**src/design/velocity_packet_deframer_core_assert.svh**
```systemverilog
// ----------------------------------------------------------------------------
// Velocity packet deframer assertion macros
// Shorthand for the concurrent checks at the end of the deframer core.
// ----------------------------------------------------------------------------
`ifndef VELOCITY_PACKET_DEFRAMER_CORE_ASSERT_SVH
`define VELOCITY_PACKET_DEFRAMER_CORE_ASSERT_SVH

// Same-cycle implication, disabled during reset.
`define VPD_ASSERT_IMPLIES(label, clk, rst, ante, cons, msg) \
   label: assert property (@(posedge clk) disable iff (rst) (ante) |-> (cons)) \
      else $error(msg);

// Next-cycle implication, disabled during reset.
`define VPD_ASSERT_NEXT(label, clk, rst, ante, cons, msg) \
   label: assert property (@(posedge clk) disable iff (rst) (ante) |=> (cons)) \
      else $error(msg);

`endif

```
**src/design/vpd_pkg.sv**
```systemverilog
// ----------------------------------------------------------------------------
// Velocity packet deframer package
// Frame layout, register indexes, reset values and status codes.
// ----------------------------------------------------------------------------
package vpd_pkg;

   localparam int BYTE_WIDTH      = 8;
   localparam int SPEED_WIDTH     = 16;
   localparam int CSR_INDEX_WIDTH = 2;
   localparam int POS_WIDTH       = 3;

   // start, left msb/lsb, right msb/lsb, check, end
   localparam int FRAME_LENGTH    = 7;
   localparam int DATA_BYTES      = 4;

   localparam logic [POS_WIDTH-1:0] POS_IDLE  = '0;
   localparam logic [POS_WIDTH-1:0] POS_DATA0 = POS_WIDTH'(1);
   localparam logic [POS_WIDTH-1:0] POS_DATA3 = POS_WIDTH'(DATA_BYTES);
   localparam logic [POS_WIDTH-1:0] POS_CHECK = POS_WIDTH'(FRAME_LENGTH - 2);
   localparam logic [POS_WIDTH-1:0] POS_END   = POS_WIDTH'(FRAME_LENGTH - 1);

   localparam logic [BYTE_WIDTH-1:0] START_MARKER_RESET = 8'hAA;
   localparam logic [BYTE_WIDTH-1:0] END_MARKER_RESET   = 8'hDD;

   localparam logic [CSR_INDEX_WIDTH-1:0] CSR_START_MARKER = CSR_INDEX_WIDTH'(0);
   localparam logic [CSR_INDEX_WIDTH-1:0] CSR_END_MARKER   = CSR_INDEX_WIDTH'(1);

   typedef enum logic [1:0] {
      ST_OK        = 2'd0,
      ST_BAD_END   = 2'd1,
      ST_BAD_CHECK = 2'd2
   } status_type;

endpackage

```
**src/design/velocity_packet_deframer_core.sv**
```systemverilog
// ----------------------------------------------------------------------------
// Velocity packet deframer core
// Hunts for the start marker, collects a 7-byte velocity frame, checks the
// end marker and XOR checksum, and reports one status beat per frame.
// ----------------------------------------------------------------------------
//
//   channel | dir | handshake           | content
//   --------+-----+---------------------+----------------------------------
//   req     | in  | req_tvalid/tready   | one received byte
//   rsp     | out | rsp_tvalid/tready   | status + held speeds + checksums
//   csr     | in  | csr_valid/ready     | marker register writes
//
// Cycles: one byte per clock. Each accepted byte updates the position
// counter, XOR and byte store in the cycle it is taken; the seventh byte of
// a frame loads the result register, whose beat shows the cycle after.
// Stalls: req_tready drops only while a finished result sits unaccepted in
// the result register; bytes are taken whenever rsp_tready frees it.
// Reset: synchronous, active high; clears position, XOR, held speeds and
// the result valid, and loads the markers (0xAA / 0xDD). csr is always ready.
//
`include "velocity_packet_deframer_core_assert.svh"

module velocity_packet_deframer_core (
   input  logic        clock,
   input  logic        reset,

   input  logic        req_tvalid,
   output logic        req_tready,
   input  logic [7:0]  req_tdata,   // [7:0] rx_byte

   output logic        rsp_tvalid,
   input  logic        rsp_tready,
   output logic [47:0] rsp_tdata,   // [15:0] left_speed, [31:16] right_speed,
                                    // [39:32] computed_check,
                                    // [47:40] received_check
   output logic [1:0]  rsp_tuser,   // [1:0] frame_status

   input  logic                                csr_valid,
   output logic                                csr_ready,
   input  logic [vpd_pkg::CSR_INDEX_WIDTH-1:0] csr_index,
   input  logic [vpd_pkg::BYTE_WIDTH-1:0]      csr_data
);

   // configuration
   logic [vpd_pkg::BYTE_WIDTH-1:0] start_marker_ff, start_marker_in;
   logic [vpd_pkg::BYTE_WIDTH-1:0] end_marker_ff,   end_marker_in;

   // frame state
   logic [vpd_pkg::POS_WIDTH-1:0]   pos_ff,  pos_in;
   logic [vpd_pkg::BYTE_WIDTH-1:0]  xor_ff,  xor_in;
   logic [vpd_pkg::DATA_BYTES*vpd_pkg::BYTE_WIDTH-1:0] data_ff, data_in;
   logic [vpd_pkg::BYTE_WIDTH-1:0]  check_ff, check_in;
   logic signed [vpd_pkg::SPEED_WIDTH-1:0] held_left_ff,  held_left_in;
   logic signed [vpd_pkg::SPEED_WIDTH-1:0] held_right_ff, held_right_in;

   // result register
   logic                      rsp_valid_ff, rsp_valid_in;
   vpd_pkg::status_type       rsp_status_ff, rsp_status_in;
   logic signed [vpd_pkg::SPEED_WIDTH-1:0] rsp_left_ff,  rsp_left_in;
   logic signed [vpd_pkg::SPEED_WIDTH-1:0] rsp_right_ff, rsp_right_in;
   logic [vpd_pkg::BYTE_WIDTH-1:0] rsp_comp_ff, rsp_comp_in;
   logic [vpd_pkg::BYTE_WIDTH-1:0] rsp_recv_ff, rsp_recv_in;

   logic req_accept;
   logic frame_done;
   logic csr_write;
   vpd_pkg::status_type frame_status;

   // A byte may enter unless a finished result is stuck in the output reg.
   assign req_tready = !rsp_valid_ff || rsp_tready;
   assign req_accept = req_tvalid && req_tready;
   assign csr_ready  = 1'b1;
   assign csr_write  = csr_valid && csr_ready;

   // ---------------------------------------------------------------------
   // Register writes; unknown indexes are dropped.
   // ---------------------------------------------------------------------
   always_comb begin
      start_marker_in = start_marker_ff;
      end_marker_in   = end_marker_ff;
      if (csr_write) begin
         unique case (csr_index)
            vpd_pkg::CSR_START_MARKER: start_marker_in = csr_data;
            vpd_pkg::CSR_END_MARKER:   end_marker_in   = csr_data;
            default: ;
         endcase
      end
   end

   // End-of-frame verdict: a bad end marker beats a checksum mismatch.
   always_comb begin
      if (req_tdata != end_marker_ff) begin
         frame_status = vpd_pkg::ST_BAD_END;
      end else if (xor_ff != check_ff) begin
         frame_status = vpd_pkg::ST_BAD_CHECK;
      end else begin
         frame_status = vpd_pkg::ST_OK;
      end
   end

   assign frame_done = req_accept && (pos_ff == vpd_pkg::POS_END);

   // ---------------------------------------------------------------------
   // Per-byte frame walk
   // ---------------------------------------------------------------------
   always_comb begin
      pos_in        = pos_ff;
      xor_in        = xor_ff;
      data_in       = data_ff;
      check_in      = check_ff;
      held_left_in  = held_left_ff;
      held_right_in = held_right_ff;
      if (req_accept) begin
         unique case (pos_ff) inside
            vpd_pkg::POS_IDLE: begin
               // hunt: everything but the start marker is dropped
               if (req_tdata == start_marker_ff) begin
                  xor_in = '0;
                  pos_in = vpd_pkg::POS_DATA0;
               end
            end
            [vpd_pkg::POS_DATA0:vpd_pkg::POS_DATA3]: begin
               // bytes shift in MSB first: left msb ends up on top
               data_in = {data_ff[(vpd_pkg::DATA_BYTES-1)*vpd_pkg::BYTE_WIDTH-1:0],
                          req_tdata};
               xor_in  = xor_ff ^ req_tdata;
               pos_in  = pos_ff + 1'b1;
            end
            vpd_pkg::POS_CHECK: begin
               check_in = req_tdata;
               pos_in   = pos_ff + 1'b1;
            end
            vpd_pkg::POS_END: begin
               pos_in = vpd_pkg::POS_IDLE;
               if (frame_status == vpd_pkg::ST_OK) begin
                  held_left_in  = data_ff[2*vpd_pkg::SPEED_WIDTH-1:vpd_pkg::SPEED_WIDTH];
                  held_right_in = data_ff[vpd_pkg::SPEED_WIDTH-1:0];
               end
            end
            default: begin
               pos_in = vpd_pkg::POS_IDLE;
            end
         endcase
      end
   end

   // ---------------------------------------------------------------------
   // Result register: loads on the closing byte, holds until taken.
   // ---------------------------------------------------------------------
   always_comb begin
      rsp_valid_in  = rsp_valid_ff && !rsp_tready;
      rsp_status_in = rsp_status_ff;
      rsp_left_in   = rsp_left_ff;
      rsp_right_in  = rsp_right_ff;
      rsp_comp_in   = rsp_comp_ff;
      rsp_recv_in   = rsp_recv_ff;
      if (frame_done) begin
         rsp_valid_in  = 1'b1;
         rsp_status_in = frame_status;
         rsp_left_in   = held_left_in;
         rsp_right_in  = held_right_in;
         rsp_comp_in   = xor_ff;
         rsp_recv_in   = check_ff;
      end
   end

   always_ff @(posedge clock) begin
      if (reset) begin
         start_marker_ff <= vpd_pkg::START_MARKER_RESET;
         end_marker_ff   <= vpd_pkg::END_MARKER_RESET;
         pos_ff          <= vpd_pkg::POS_IDLE;
         xor_ff          <= '0;
         held_left_ff    <= '0;
         held_right_ff   <= '0;
         rsp_valid_ff    <= 1'b0;
      end else begin
         start_marker_ff <= start_marker_in;
         end_marker_ff   <= end_marker_in;
         pos_ff          <= pos_in;
         xor_ff          <= xor_in;
         held_left_ff    <= held_left_in;
         held_right_ff   <= held_right_in;
         rsp_valid_ff    <= rsp_valid_in;
      end
   end

   // payload: always written before it is read
   always_ff @(posedge clock) begin
      data_ff       <= data_in;
      check_ff      <= check_in;
      rsp_status_ff <= rsp_status_in;
      rsp_left_ff   <= rsp_left_in;
      rsp_right_ff  <= rsp_right_in;
      rsp_comp_ff   <= rsp_comp_in;
      rsp_recv_ff   <= rsp_recv_in;
   end

   assign rsp_tvalid = rsp_valid_ff;
   assign rsp_tuser  = rsp_status_ff;
   assign rsp_tdata  = {rsp_recv_ff, rsp_comp_ff, rsp_right_ff, rsp_left_ff};

   // ---------------------------------------------------------------------
   // Checks
   // ---------------------------------------------------------------------
   `VPD_ASSERT_NEXT(a_rsp_only_from_end, clock, reset,
      !rsp_valid_ff, !rsp_valid_ff || $past(frame_done),
      "result beat without a closing byte")

   `VPD_ASSERT_IMPLIES(a_no_take_when_full, clock, reset,
      rsp_valid_ff && !rsp_tready, !req_tready,
      "byte taken while result stalled")

   `VPD_ASSERT_IMPLIES(a_pos_in_range, clock, reset,
      1'b1, pos_ff <= vpd_pkg::POS_END,
      "frame position out of range")

   `VPD_ASSERT_IMPLIES(a_ok_means_match, clock, reset,
      rsp_valid_ff && (rsp_status_ff == vpd_pkg::ST_OK), rsp_comp_ff == rsp_recv_ff,
      "ok status with checksum mismatch")

   `VPD_ASSERT_NEXT(a_start_opens_frame, clock, reset,
      req_accept && (pos_ff == vpd_pkg::POS_IDLE) && (req_tdata == start_marker_ff),
      (pos_ff == vpd_pkg::POS_DATA0) && (xor_ff == '0),
      "start marker did not open a frame")

endmodule
```
**config.mk**
```make
export PLATFORM = sky130hd
export DESIGN_NAME = velocity_packet_deframer_core
export DESIGN_NICKNAME = d
export VERILOG_FILES = /design/src/design/vpd_pkg.sv /design/src/design/velocity_packet_deframer_core.sv
export VERILOG_INCLUDE_DIRS = /design/src /design/src/design
export SDC_FILE = /design/constraint.sdc
export NUM_CORES = 1
export LEC_CHECK = 0
export ABC_AREA = 1
export BUFFER_PORTS_ARGS = -buffer_cell sky130_fd_sc_hd__clkbuf_2
export CAP_MARGIN = 40
export CORE_MARGIN = 2
export CORE_UTILIZATION = 55
export DETAILED_ROUTE_END_ITERATION = 8
export PLACE_DENSITY = 0.78
export SYNTH_ARGS = -nofsm -noshare
export SYNTH_HDL_FRONTEND = slang
export SYNTH_SLANG_ARGS = --single-unit
```
**constraint.sdc**
```tcl
create_clock -name clock -period 4 [get_ports clock]
set_clock_uncertainty 0.05 [all_clocks]
set_input_delay 0.8 -clock clock [delete_from_list [all_inputs] [get_ports clock]]
set_output_delay 0.8 -clock clock [all_outputs]
set_load 0.02 [all_outputs]
```
Word level (Yosys, flattened, before mapping)
Index checks and enable logic that the tools add are counted.
- memories: 0
- bits in latches: 0
- output and inout bits: 53
- bits in registers: 150
- memory bits (read-only): 0
- memory bits (writable): 0
- $lt $le $gt $ge: 2
- shift operators: 0
- muxes and demuxes: 13
- multipliers: 0
- bitwise gates (word level): 1
- equal/unequal tests: 7
- reduce and logical (&&, ||, !) cells: 18
- $add $sub $neg: 1
- div/mod/pow operators: 0
- operator list (kind ; number):
    $mux W16 ; 6
    $ne A8 B8 Y1 ; 2
    $pmux W8 S2 ; 1
    $reduce_and A2 Y1 ; 5
    $eq A8 B8 Y1 ; 1
    $mux W8 ; 1
    $xor A8 B8 Y8 ; 1
    $eq A3 B3 Y1 const B ; 2
    $pmux W3 S2 ; 1
    $logic_and A1 B1 Y1 ; 4
    $logic_not A2 Y1 ; 2
    $mux W2 ; 2
    $add A3 B1 Y3 const B ; 1
    $ge A3 B1 Y1 const B ; 1
    $le A3 B3 Y1 const B ; 1
    $logic_not A3 Y1 ; 1
    $mux W3 ; 1
    $reduce_and A3 Y1 ; 1
    $eq A2 B1 Y1 const B ; 1
    $logic_not A1 Y1 ; 2
    $ne A2 B1 Y1 const B ; 1
    $reduce_bool A2 Y1 ; 1
    $reduce_or A2 Y1 ; 1
    $logic_or A1 B1 Y1 ; 1
    $mux W1 ; 1

Longest topological paths before layout
- depth in word-level cells: 7
- mapped depth: 10
- mapped depth without buffers: 10

Worst setup path before layout
OpenSTA, ideal clock, no wires.
- path type: input port to flip-flop
- start: input rsp_tready
- end: register data_ff[0] (netlist bit), enable pin
- buffers on the path: 0
- data required time: 3.529 ns
- path slack: 1.069 ns
- arrival time: 2.460 ns
- stages on the path: 4
- path through: nor2_1 inv_2 nand2_1 nor2_1
- word-level cells in the longest chain between the ends: 3
- RTL lines (element ; line ; text):
    start: declaration ; velocity_packet_deframer_core.sv:32 ; input logic rsp_tready,
    $logic_or A1 B1 Y1 ; velocity_packet_deframer_core.sv:70 ; assign req_tready = !rsp_valid_ff || rsp_tready;
    net req_tready ; velocity_packet_deframer_core.sv:28 ; output logic req_tready,
    $logic_and A1 B1 Y1 ; velocity_packet_deframer_core.sv:71 ; assign req_accept = req_tvalid && req_tready;
    $reduce_and A2 Y1 (no line) ; -- ;
    end signal: assignment ; velocity_packet_deframer_core.sv:189 ; data_ff <= data_in;
    end: declaration ; velocity_packet_deframer_core.sv:51 ; logic [vpd_pkg::DATA_BYTES*vpd_pkg::BYTE_WIDTH-1:0] data_ff, data_in;
The timed path passes the listed nets, and every way through them passes these cells.
A chain may end at the register's enable or synchronous reset.

Worst setup path after layout
- start: register check_ff[3] (netlist bit)
- end: register rsp_right_ff[6] (netlist bit) (data pin)
- word-level cells in the longest chain between the ends: 7
- RTL lines (element ; line ; text):
    start: declaration ; velocity_packet_deframer_core.sv:52 ; logic [vpd_pkg::BYTE_WIDTH-1:0] check_ff, check_in;
    start signal: assignment ; velocity_packet_deframer_core.sv:190 ; check_ff <= check_in;
    $ne A8 B8 Y1 ; velocity_packet_deframer_core.sv:94 ; end else if (xor_ff != check_ff) begin
    $mux W2 ; velocity_packet_deframer_core.sv:94 ;
    $mux W2 ; velocity_packet_deframer_core.sv:92 ; if (req_tdata != end_marker_ff) begin
    $logic_not A2 Y1 ; velocity_packet_deframer_core.sv:135 ; if (frame_status == vpd_pkg::ST_OK) begin
    $mux W16 ; velocity_packet_deframer_core.sv:135 ;
    $mux W16 ; velocity_packet_deframer_core.sv:114 ; unique case (pos_ff) inside
    $mux W16 ; velocity_packet_deframer_core.sv:113 ; if (req_accept) begin
    net held_right_in (one bit) ; velocity_packet_deframer_core.sv:54 ; logic signed [vpd_pkg::SPEED_WIDTH-1:0] held_right_ff, held_right_in;
    end signal: assignment ; velocity_packet_deframer_core.sv:193 ; rsp_right_ff <= rsp_right_in;
    end: declaration ; velocity_packet_deframer_core.sv:60 ; logic signed [vpd_pkg::SPEED_WIDTH-1:0] rsp_right_ff, rsp_right_in;
The timed path passes the listed nets, and every way through them passes these cells.

==> metrics.md <==
| Metric | Value |
|---|---|
| Worst-skew pair later-pin latency | 0.53 ns |
| Cell internal pwr | 2.504 mW |
| R2R Setup Slk | 1.43 ns |
| Post-Route M1 WL | 4878 µm |
| Postcts setup bufs | 0 |
| Fin area | 7020 µm² |
| Diodes inserted | 0 |
| CTS root buffer | clkbuf_8 |
| Crit. Startpoint | check_ff[3] |
| R2R depth | 8 |
| Crit path capture type | register |
| Post-route antenna net violation count | 0 |
| Antenna violations before repair | 0 |
| First-pass GRT wire length | 19310 µm |
| Main synth FF type | edfxtp_1 |
| Buf/Inv on CP | 1 |
| Most numerous cell in the Yosys netlist | nand2_1 |
| Synthesized area per cell | 9.937 µm² |
| CP Depth | 8 |
| Worst-margin pin slew | 0.8722 ns |
| Mapped Area | 6002 µm² |
| CTS Buffer Depth | 2 |
| Min setup slack post-route | 1.428 ns |
| Syn nets | 631 |
| Site row count | 38 |
| Final core utilization | 0.6534 |
| Sink Count | 150 |
| Synth top area cells | edfxtp_1 45%, dfxtp_1 20%, nand2_1 8.1% |
| Layout Nets | 709 |
| Largest fanout on the critical path | 34 |
| Core Footprint | 10750 µm² |
| Crit path top cell by count | nand2_1 |
| Largest net degree at the start of global routing | 49 |
| WL met2 | 6083 µm |
| Die H | 108.5 µm |
| Synthesis-stage register bit count | 150 |
| Critical-path cell list | xor2_1 > nor2_1 > nand2_1 > nor2_4 > nand3_4 > nand2_1 > nand2_1 > inv_1 |
| DP Area | 6484 µm² |
| Dpl hpwl | 7752 µm |
| DR pass1 iterations | 6 |
| Vias in the first global route | 4153 |
| Final min period | 2.572 ns |
| Initial Util | 0.5586 |
| Initial DRC Count | 242 |
| Leakage | 3.277 nW |
| Gr usage total | 0.2164 |
| Layout cells sized above 1 | 0.1669 |
| Final hold violation count | 0 |
| Top delay family on crit path | simple AND/OR/NAND/NOR gates |
| Die X | 108.5 µm |
| Register clock-pin slew on the reported worst setup and hold paths | 0.06 ns |
| H-tree depth | 4 |
| Critical path class | register to register |
| Worst r2r src | check_ff[3] |
| Asr flop ratio synth | 0 |
| Post-placement worst setup slack | 1.167 ns |
| Total Negative Setup Slacks | 0 ns |
| Final WL | 11800 µm |
| Required @ worst endpoint | 4.35 ns |
| Power density cells | 448.5 nW/µm² |
| Vias/cell | 5.062 |
| Post-Synth XOR/XNOR Area | 0.03794 |
| IO Port Bufs | 74 |
| Post-cts resize count | 0 |
| Synth top cells by count | 129 x nand2_1, 123 x inv_1, 90 x edfxtp_1 |
| Clk pwr share | 0.454 |
| TritonCTS Buffers | 17 |
| Synth Area in Compound Gates | 0.02543 |
| Die area | 11760 µm² |
| Area growth from synthesis to final layout | 16.97% |
| Post-synth EDFFs | 90 |
| Worst Hold Class | register to register |
| Metal3 WL | 671 µm |
| Worst VDD drop | 0.2933 mV |
| Post-Synthesis Cells | 604 |
| RSZ-0062 raised after global routing | no |
| Setup violations, final | 0 |
| Max-cap viol count | 0 |
| # IOs | 76 |
| Syn. warnings | 0 |
| Sw power | 0.6451 mW |
| Top Metal Used | met4 |
| Area leader, netlist | edfxtp_1 |
| Adder-cell share of the synthesized area | 0.008339 |
| Distinct cells, synth | 24 |
| Worst setup path end | rsp_right_ff[6] |
| Cts hold-fix bufs | 0 |
| Crit-path slowest cell | nor2_4 |
| Pins over their slew limit | 0 |
| Fmax | 388.8 MHz |
| Vias | 4227 |
| Wire length per cell | 14.13 µm |
| Critical Path Start Type | register |
| Synth Area in Simple Gates | 0.1803 |
| Flop pwr share | 0.520 |
| CTS tree | done |
| Max-slew headroom | 0.4171 |
| Fin crit share | 0.6430 |
| RR Endpoint | rsp_right_ff[6] |
| Mux contribution to synthesized area | 0 |
| Outcome | complete, no violations |
| CP arrival | 2.92 ns |
| Slowest stage delay, CP | 0.71 ns |
| Final Wtd Congestion | 0.9010 |
| DRC violations left | 0 |
| Switching part of the total | 0.2049 |
| Grt ovf | 0 |
| Synth top area share | 0.4503 |
| Share of the yosys chip area belonging to registers | 0.6504 |
| Largest family of logic cells by synthesized area | simple AND/OR/NAND/NOR gates |
| Combinational share of power | 0.026 |
| Min Hold Slack | 0.3970 ns |
-- area by class of cell --
type	count	area, µm²
sequential	150	3904
fill	868	3725
multi-input combinational	309	1524
clock buffer	24	491.7
inverter	124	465.4
timing repair buffer	80	415.4
tap	140	175.2
clock inverter	8	45.04
-- worst min-delay path by stage --
stage,from,endpoint,slack (ns),depth (start not counted)
5_1_grt,data_ff[22],data_ff[30],0.40,0
2_1_floorplan,data_ff[2],data_ff[10],0.38,0
6_report,data_ff[22],data_ff[30],0.40,0
4_1_cts,data_ff[22],data_ff[30],0.40,0
3_5_place_dp,data_ff[6],data_ff[14],0.38,0
3_3_place_gp,data_ff[10],data_ff[18],0.38,0
-- per-stage QoR --
| stage | power, mW | instances |
|---|---|---|
| after floorplan | 1.719 | 604 |
| after global placement | 1.749 | 803 |
| after detailed placement | 1.752 | 803 |
| after CTS | 3.172 | 835 |
| after global routing | 3.245 | 835 |
| final | 3.149 | 835 |
-- worst register-to-register path: stages (launching register included) --
cell	delay [ns]
edfxtp_1	0.41
xor2_1	0.17
nor2_1	0.11
nand2_1	0.12
nor2_4	0.71
nand3_4	0.51
nand2_1	0.22
nand2_1	0.09
inv_1	0.07
-- power groups by stage --
stage / registers, mW / logic, mW / clock network (mW)
floorplan: 1.67 / 0.0496 / 0
global placement: 1.67 / 0.0784 / 0
detailed placement: 1.67 / 0.0812 / 0
CTS: 1.64 / 0.0821 / 1.45
global route: 1.64 / 0.0907 / 1.52
finish: 1.64 / 0.0820 / 1.43
-- state kept, by name, summed over array words and instances (netlist names) --
name and flops:
rsp_tvalid 1, check_ff 8, pos_ff 3, held_right_ff 16, held_left_ff 16, rsp_left_ff 16, rsp_comp_ff 8, rsp_tuser 2
xor_ff 8, data_ff 32, rsp_right_ff 16, end_marker_ff 8, rsp_recv_ff 8, start_marker_ff 8
-- cell usage in the layout, fill, tap and decap left out, drive strengths merged, types with 6 or more instances in the layout --
cell      n
xnor2    12
o21ai     8
edfxtp   90
nand4    34
nand2   129
nand3    20
clkbuf   98
xor2     14
buf       6
a21oi    18
nor2     64
dfxtp    60
inv     126
-- metal layers --
metal,GRT usage,up-vias
li1,-,2058
met1,0.2637,1993
met2,0.3705,153
met3,0.05907,23
met4,0.07509,0
met5,0,-
-- cell families (layout without fill, tap and decap cells) --
| logic type | after synthesis | after routing |
|---|---|---|
| buf+inv | 145 | 236 |
| compound gates | 29 | 29 |
| simple gates | 249 | 249 |
| xor+xnor | 26 | 26 |
| flops | 150 | 150 |
| fa+ha+maj | 4 | 4 |
| other cells | 1 | 1 |
(Power assumes the default switching activity.)
